===== src/hw/rtl/lrhs_pkg.sv =====
package lrhs_pkg;

  localparam int FRAC_BITS = 16;
  localparam int ROT_BITS  = 30;

  typedef logic [1:0] func_t;
  localparam func_t FUNC_POINT = 2'd0;
  localparam func_t FUNC_FRAME = 2'd1;
  localparam func_t FUNC_ODOM  = 2'd2;

  typedef logic [2:0] reg_idx_t;
  localparam reg_idx_t REG_SELF_RADIUS_SQ   = 3'd0;
  localparam reg_idx_t REG_NEAR_MIN_SQ      = 3'd1;
  localparam reg_idx_t REG_NEAR_MAX_SQ      = 3'd2;
  localparam reg_idx_t REG_FAR_MIN_SQ       = 3'd3;
  localparam reg_idx_t REG_FAR_MAX_SQ       = 3'd4;
  localparam reg_idx_t REG_GROUND_FLOOR     = 3'd5;
  localparam reg_idx_t REG_MAX_HEIGHT       = 3'd6;
  localparam reg_idx_t REG_MODE_FLAGS       = 3'd7;

  // mode flag bit positions
  localparam int MODE_FILTER_ON  = 0;
  localparam int MODE_HEIGHT_CMP = 1;
  localparam int MODE_GROUND_EN  = 2;
  localparam int MODE_NEED_ODOM  = 3;

  localparam logic BAND_NEAR = 1'b0;
  localparam logic BAND_FAR  = 1'b1;

  localparam logic signed [31:0] ROT_ONE = 32'sh4000_0000;

  typedef struct packed {
    logic [1:0]         func;
    logic               point_valid;
    logic signed [31:0] px;
    logic signed [31:0] py;
    logic signed [31:0] pz;
    logic [31:0]        intensity;
    logic signed [31:0] rot_zx;
    logic signed [31:0] rot_zy;
    logic signed [31:0] rot_zz;
    logic signed [31:0] trans_z;
    logic signed [31:0] odom_height;
  } in_t;

  typedef struct packed {
    logic               band;
    logic signed [31:0] out_x;
    logic signed [31:0] out_y;
    logic signed [31:0] out_z;
    logic [31:0]        out_intensity;
    logic               last_of_run;
  } out_t;

  typedef struct packed {
    logic [31:0]        self_radius_sq;
    logic [31:0]        near_min_sq;
    logic [31:0]        near_max_sq;
    logic [31:0]        far_min_sq;
    logic [31:0]        far_max_sq;
    logic signed [31:0] ground_floor;
    logic signed [31:0] max_height;
    logic [3:0]         mode_flags;
  } cfg_t;

  // point as captured at entry, with the state it sees
  typedef struct packed {
    logic signed [31:0] px;
    logic signed [31:0] py;
    logic signed [31:0] pz;
    logic [31:0]        intensity;
    logic               point_valid;
    logic               filter_on;
    logic               ground_en;
    logic signed [31:0] rot_zx;
    logic signed [31:0] rot_zy;
    logic signed [31:0] rot_zz;
    logic signed [31:0] woff;
    logic signed [32:0] dz;
  } pt_t;

  // checks and coordinates ready for the output stage
  typedef struct packed {
    logic               point_valid;
    logic               filter_on;
    logic               lt_self;
    logic               ge_far;
    logic               in_near;
    logic               in_far;
    logic               z_bad;
    logic signed [31:0] px;
    logic signed [31:0] py;
    logic signed [31:0] pz;
    logic signed [31:0] cx;
    logic signed [31:0] cy;
    logic signed [31:0] cz;
    logic [31:0]        intensity;
  } dec_t;

  typedef struct packed {
    logic b;
    logic c;
    logic d;
  } stage_en_t;

endpackage


===== src/hw/rtl/lrhs_emit.sv =====
module lrhs_emit (
  input  logic            clk,
  input  logic            rst,
  input  logic            vd,
  input  lrhs_pkg::dec_t  d,
  output logic            ready,
  output logic            out_valid,
  input  logic            out_stall,
  output lrhs_pkg::out_t  out_data
);
  import lrhs_pkg::*;

  logic keep;
  out_t word;
  logic o_dup;

  always_comb begin
    if (d.filter_on) begin
      keep = d.point_valid && !d.lt_self && !d.ge_far && !d.z_bad &&
             (d.in_near || d.in_far);
      word.band        = d.in_near ? BAND_NEAR : BAND_FAR;
      word.out_x       = d.cx;
      word.out_y       = d.cy;
      word.out_z       = d.cz;
      word.last_of_run = 1'b1;
    end else begin
      // pass-through: near copy first, far copy follows
      keep             = 1'b1;
      word.band        = BAND_NEAR;
      word.out_x       = d.px;
      word.out_y       = d.py;
      word.out_z       = d.pz;
      word.last_of_run = 1'b0;
    end
    word.out_intensity = d.intensity;
  end

  assign ready = !out_valid || (!out_stall && !o_dup);

  always_ff @(posedge clk) begin
    if (rst) begin
      out_valid <= 1'b0;
      o_dup     <= 1'b0;
    end else if (ready) begin
      out_valid <= vd && keep;
      o_dup     <= vd && keep && !d.filter_on;
    end else if (!out_stall && o_dup) begin
      o_dup <= 1'b0;
    end
  end

  always_ff @(posedge clk) begin
    if (ready && vd && keep) begin
      out_data <= word;
    end else if (!ready && !out_stall && o_dup) begin
      out_data.band        <= BAND_FAR;
      out_data.last_of_run <= 1'b1;
    end
  end

endmodule


===== config.mk =====
export PLATFORM = sky130hd
export DESIGN_NAME = lrhs_emit
export DESIGN_NICKNAME = d
export VERILOG_FILES = /design/src/hw/rtl/lrhs_pkg.sv /design/src/hw/rtl/lrhs_emit.sv
export SDC_FILE = /design/constraint.sdc
export NUM_CORES = 1
export LEC_CHECK = 0
export ABC_AREA = 1
export BUFFER_PORTS_ARGS = -buffer_cell sky130_fd_sc_hd__buf_2
export CORE_UTILIZATION = 25
export CTS_CLUSTER_DIAMETER = 150
export DETAILED_ROUTE_END_ITERATION = 12
export PLACE_DENSITY = 0.57
export SYNTH_ARGS = -nofsm -noshare
export SYNTH_HDL_FRONTEND = slang
export SYNTH_SLANG_ARGS = --single-unit

===== constraint.sdc =====
create_clock -name clk -period 3.55 [get_ports clk]
set_input_delay 0.355 -clock clk [delete_from_list [all_inputs] [get_ports clk]]
set_output_delay 0.355 -clock clk [all_outputs]
set_load 0.05 [all_outputs]

-- After elaboration in Yosys (flattened, before gate mapping)
Index checks and enable logic that the tools add are counted.
Widths: inputs -> output; s select.
- register bits after elaboration: 132
- logic and storage cells: 41
- multiplexer cells: 9
- reduce and logical (&&, ||, !) cells: 24
- operators with widths (operator ; number):
    $mux 97 ; 1
    $logic_and 1x1->1 ; 12
    $logic_not 1->1 ; 8
    $mux 1 ; 8
    $reduce_bool 2->1 ; 2
    $logic_or 1x1->1 ; 2

-- Longest topological paths before layout
- depth in word-level cells: 9
- depth in mapped cells: 7
- depth with buffers taken out: 7

-- Worst setup path before layout
OpenSTA, ideal clock, no wires.
- path type: input to register
- start point: input out_stall
- end point: register out_data[129] (netlist bit) (data pin)
- library setup time: 0.337 ns
- data arrival time: 2.696 ns
- required time: 3.213 ns
- setup slack: 0.517 ns
- cell stages on the path: 5
- path buffers: 0
- cell sequence: o21ai_2 and2_4 nand2_2 inv_2 o21ai_1
- cells in the longest elaborated chain, start to end: 6
- ends and longest elaborated chain (item ; line ; text):
    start, declared ; lrhs_emit.sv:8 ; input logic out_stall,
    $logic_not 1->1 ; lrhs_emit.sv:38 ; assign ready = !out_valid || (!out_stall && !o_dup);
    $logic_and 1x1->1 ; lrhs_emit.sv:38 ;
    $logic_or 1x1->1 ; lrhs_emit.sv:38 ;
    $logic_and 1x1->1 (2 in a row) ; lrhs_emit.sv:53 ; if (ready && vd && keep) begin
    $mux 1 ; lrhs_emit.sv:53 ;
    end signal, assigned ; lrhs_emit.sv:54 ; out_data <= word;
    end, declared ; lrhs_emit.sv:9 ; output lrhs_pkg::out_t out_data
No other way between the ends.
A chain may end at the register's enable or synchronous reset.

-- Worst setup path in the final report
- start point: register o_dup
- end point: register out_data[95] (netlist bit), enable pin
- cells in the longest elaborated chain, start to end: 5
- ends and longest elaborated chain (item ; line ; text):
    start, declared ; lrhs_emit.sv:15 ; logic o_dup;
    start signal, assigned ; lrhs_emit.sv:46 ; o_dup <= vd && keep && !d.filter_on;
    $logic_not 1->1 ; lrhs_emit.sv:38 ;
    $logic_and 1x1->1 ; lrhs_emit.sv:38 ;
    $logic_or 1x1->1 ; lrhs_emit.sv:38 ;
    $logic_and 1x1->1 (2 in a row) ; lrhs_emit.sv:53 ;
No other way between the ends.

==> flow_summary.yaml <==
flow_run:
  maxCapViolations: 0
sta:
  timing.slew.headroom: 0.353
  fin_hold_ws_ps: 122
  tns_ps: 0
  setup-violations-final: 0
  finalMaxSlewViolations: 0
  hold_viol_final: 0
  fin_crit_sh: 0.548
  fin_crit_ps: 1950
  clock_skew_ps: 4.37
  timing.fmax_ghz: 0.514
  rsz0062_at_grt: "no"
  worst_pin_slew_ps: 971
routing:
  met2WireLength_um: 7850
  antenna_left: 0
  highest_layer: "met4"
  vias: 4500
  routedWlPerCell_um: 13.9
  met1_length_um: 5930
  drc: 0
  viasPerCell: 4.05
  wl_um: 15400
  dr.pass1.iters: 4
  drt-initial-drc-count: 108
  dr_wl_met3_um: 1320
setup_path:
  arrival_ps: 2000
  startpoint_type: "register"
  crit_fanout: 67
  endpoint_kind: "register"
  cp_data_required_time_ps: 3610
  crit_type: "register to register"
grt:
  grt_max_degree: 99
  grt_pass1_wl_um: 22700
  overflow: 0
  antenna_found_initial: 0
  grt_usage: 0.139
  grt_pass1_vias: 4381
min_path:
  hold_path.class: "input pin to register"
synth:
  synthSimpleGateAreaFrac: 0.214
  yosys.area_share.adder: 0
  synth_top_family_by_area: "simple AND/OR/NAND/NOR gates"
  synth_seq_cells: 132
  ys_warn_count: 0
  synthCells: 460
  synth.mux.area_fraction: 0
  synth_compound_area_frac: 0.00547
  ys_seq_area_frac: 0.750
  syn_area_sq_mm: 0.00526
  syn_area_per_cell_sq_um: 11.4
  synth_nets: 695
  synthDistinctLibCells: 17
  synthXorXnorAreaFrac: 0
clocking:
  cts.sinks: 132
  ctsHtreeMaxLevel: 4
  cts_setup_buffers: 0
  cts_resized: 0
  root_buffer: "clkbuf_16"
  cts_buffer_depth: 2
  holdBufCountCts: 0
  clk_latency_ps: 410
  cts_buffers: 17
  cts_tree: "built"
  path_clk_slew_ps: 60
place:
  place_area_sq_mm: 0.00733
  gp_congestion: 0.795
  hpwlAfterDp_um: 11600
  io_buffers: 366
  placedCellCount: 1078
floorplanning:
  die-area_sq_mm: 0.0216
  ios: 367
  die_x_um: 147
  core-area_sq_mm: 0.0204
  start_util: 0.258
  die_h_um: 147
  rows: 52
final_layout:
  layout.cells.non_filler: 1110
  drive_above_1_share: 0.483
  n_antenna_cell: 0
  fillers: 2075
  nNetsFinal: 1062
  synthToLayoutAreaGrowth_pct: 50.9
  postLayoutCellArea_sq_mm: 0.00794
pwr:
  fin_total_pwr_mw: 4.29
  power_density_mw_per_mm2: 540
  p_sw_frac: 0.272
  intPower_mw: 3.12
  p_comb_frac: 0.153
  peakVddDrop_mv: 0.287
  p_clk_frac: 0.418
  p_seq_frac: 0.429
  p_leak_nw: 3.89
  switchingPower_mw: 1.17
outcome:
  status: "finished clean"
## final timing paths
kind,startpoint,end,slack [ps],depth (start not counted)
worst max-delay path,o_dup$_SDFFE_PP0P_,out_data[95]$_DFFE_PP_,1600,5
worst min-delay path,d[10],out_data[11]$_DFFE_PP_,120,1
worst max register to register,o_dup$_SDFFE_PP0P_,out_data[95]$_DFFE_PP_,1600,5
worst min register to register,o_dup$_SDFFE_PP0P_,o_dup$_SDFFE_PP0P_,500,2
## registers in the layout, summed over array words and instances, names as in the netlist
signal     count
o_dup          1
out_data     130
out_valid      1
## per-stage QoR
stage               setup WS [ps]   util
floorplan                     517      -
global placement             1500  0.359
detailed placement           1460  0.359
CTS                          1600  0.389
global route                 1490  0.389
finish                       1600  0.389
## power groups by stage
stage / sequential, mW / combinational, mW / clock, mW
floorplan: 2.15 / 0.142 / 0
global placement: 1.87 / 0.661 / 0
detailed placement: 1.87 / 0.666 / 0
CTS: 1.84 / 0.667 / 1.85
global route: 1.85 / 0.707 / 1.90
finish: 1.84 / 0.657 / 1.79
## per-layer routing
metal  track usage  vias to the layer above
li1              -                     2244
met1         0.155                     2008
met2         0.245                      227
met3        0.0460                       21
met4        0.0552                        0
met5             0                        -
## Yosys cell counts (all sizes together)
| cell | number | area share |
|---|---|---|
| o21ai | 3 | 0.0036 |
| dfxtp | 2 | 0.0076 |
| and2 | 1 | 0.0017 |
| nand2 | 292 | 0.21 |
| a21oi | 2 | 0.0019 |
| nand3 | 2 | 0.0019 |
| inv | 5 | 0.0040 |
| nor2 | 2 | 0.0014 |
| buf | 21 | 0.027 |
| edfxtp | 130 | 0.74 |
## logic make-up (layout without fill, tap and decap cells)
family                 count (synthesis)  after routing
flip-flops                           132            132
AO/OA/AOI/OAI                          5              5
AND/OR/NAND/NOR                      297            297
buffers and inverters                 26            406
## final cells by class
| cell class | instances | area, sq um | area share |
|---|---|---|---|
| Multi-Input combinational cell | 302 | 1160 | 0.146 |
| Clock inverter | 14 | 178 | 0.0224 |
| Inverter | 5 | 23.8 | 0.00299 |
| Tap cell | 270 | 338 | 0.0426 |
| Timing Repair Buffer | 369 | 1870 | 0.235 |
| Sequential cell | 132 | 3940 | 0.497 |
| Clock buffer | 18 | 429 | 0.0541 |
## cells in the final DEF (no fill, tap or decap), types with 3 or more instances in the layout
cell,netlist,final
inv_1,3,3
buf_4,4,3
clkinv_4,0,3
nand2_1,290,290
buf_2,13,365
edfxtp_1,130,130
bufinv_16,0,3
clkinvlp_4,0,3
clkbuf_16,0,17
## worst max-delay path, cell delays in order, from the launching register on
cell and delay, ps:
dfxtp_1 320, o21ai_2 190, and2_4 180, nand2_2 80
inv_4 360, buf_12 350
(Power assumes the default switching activity.)
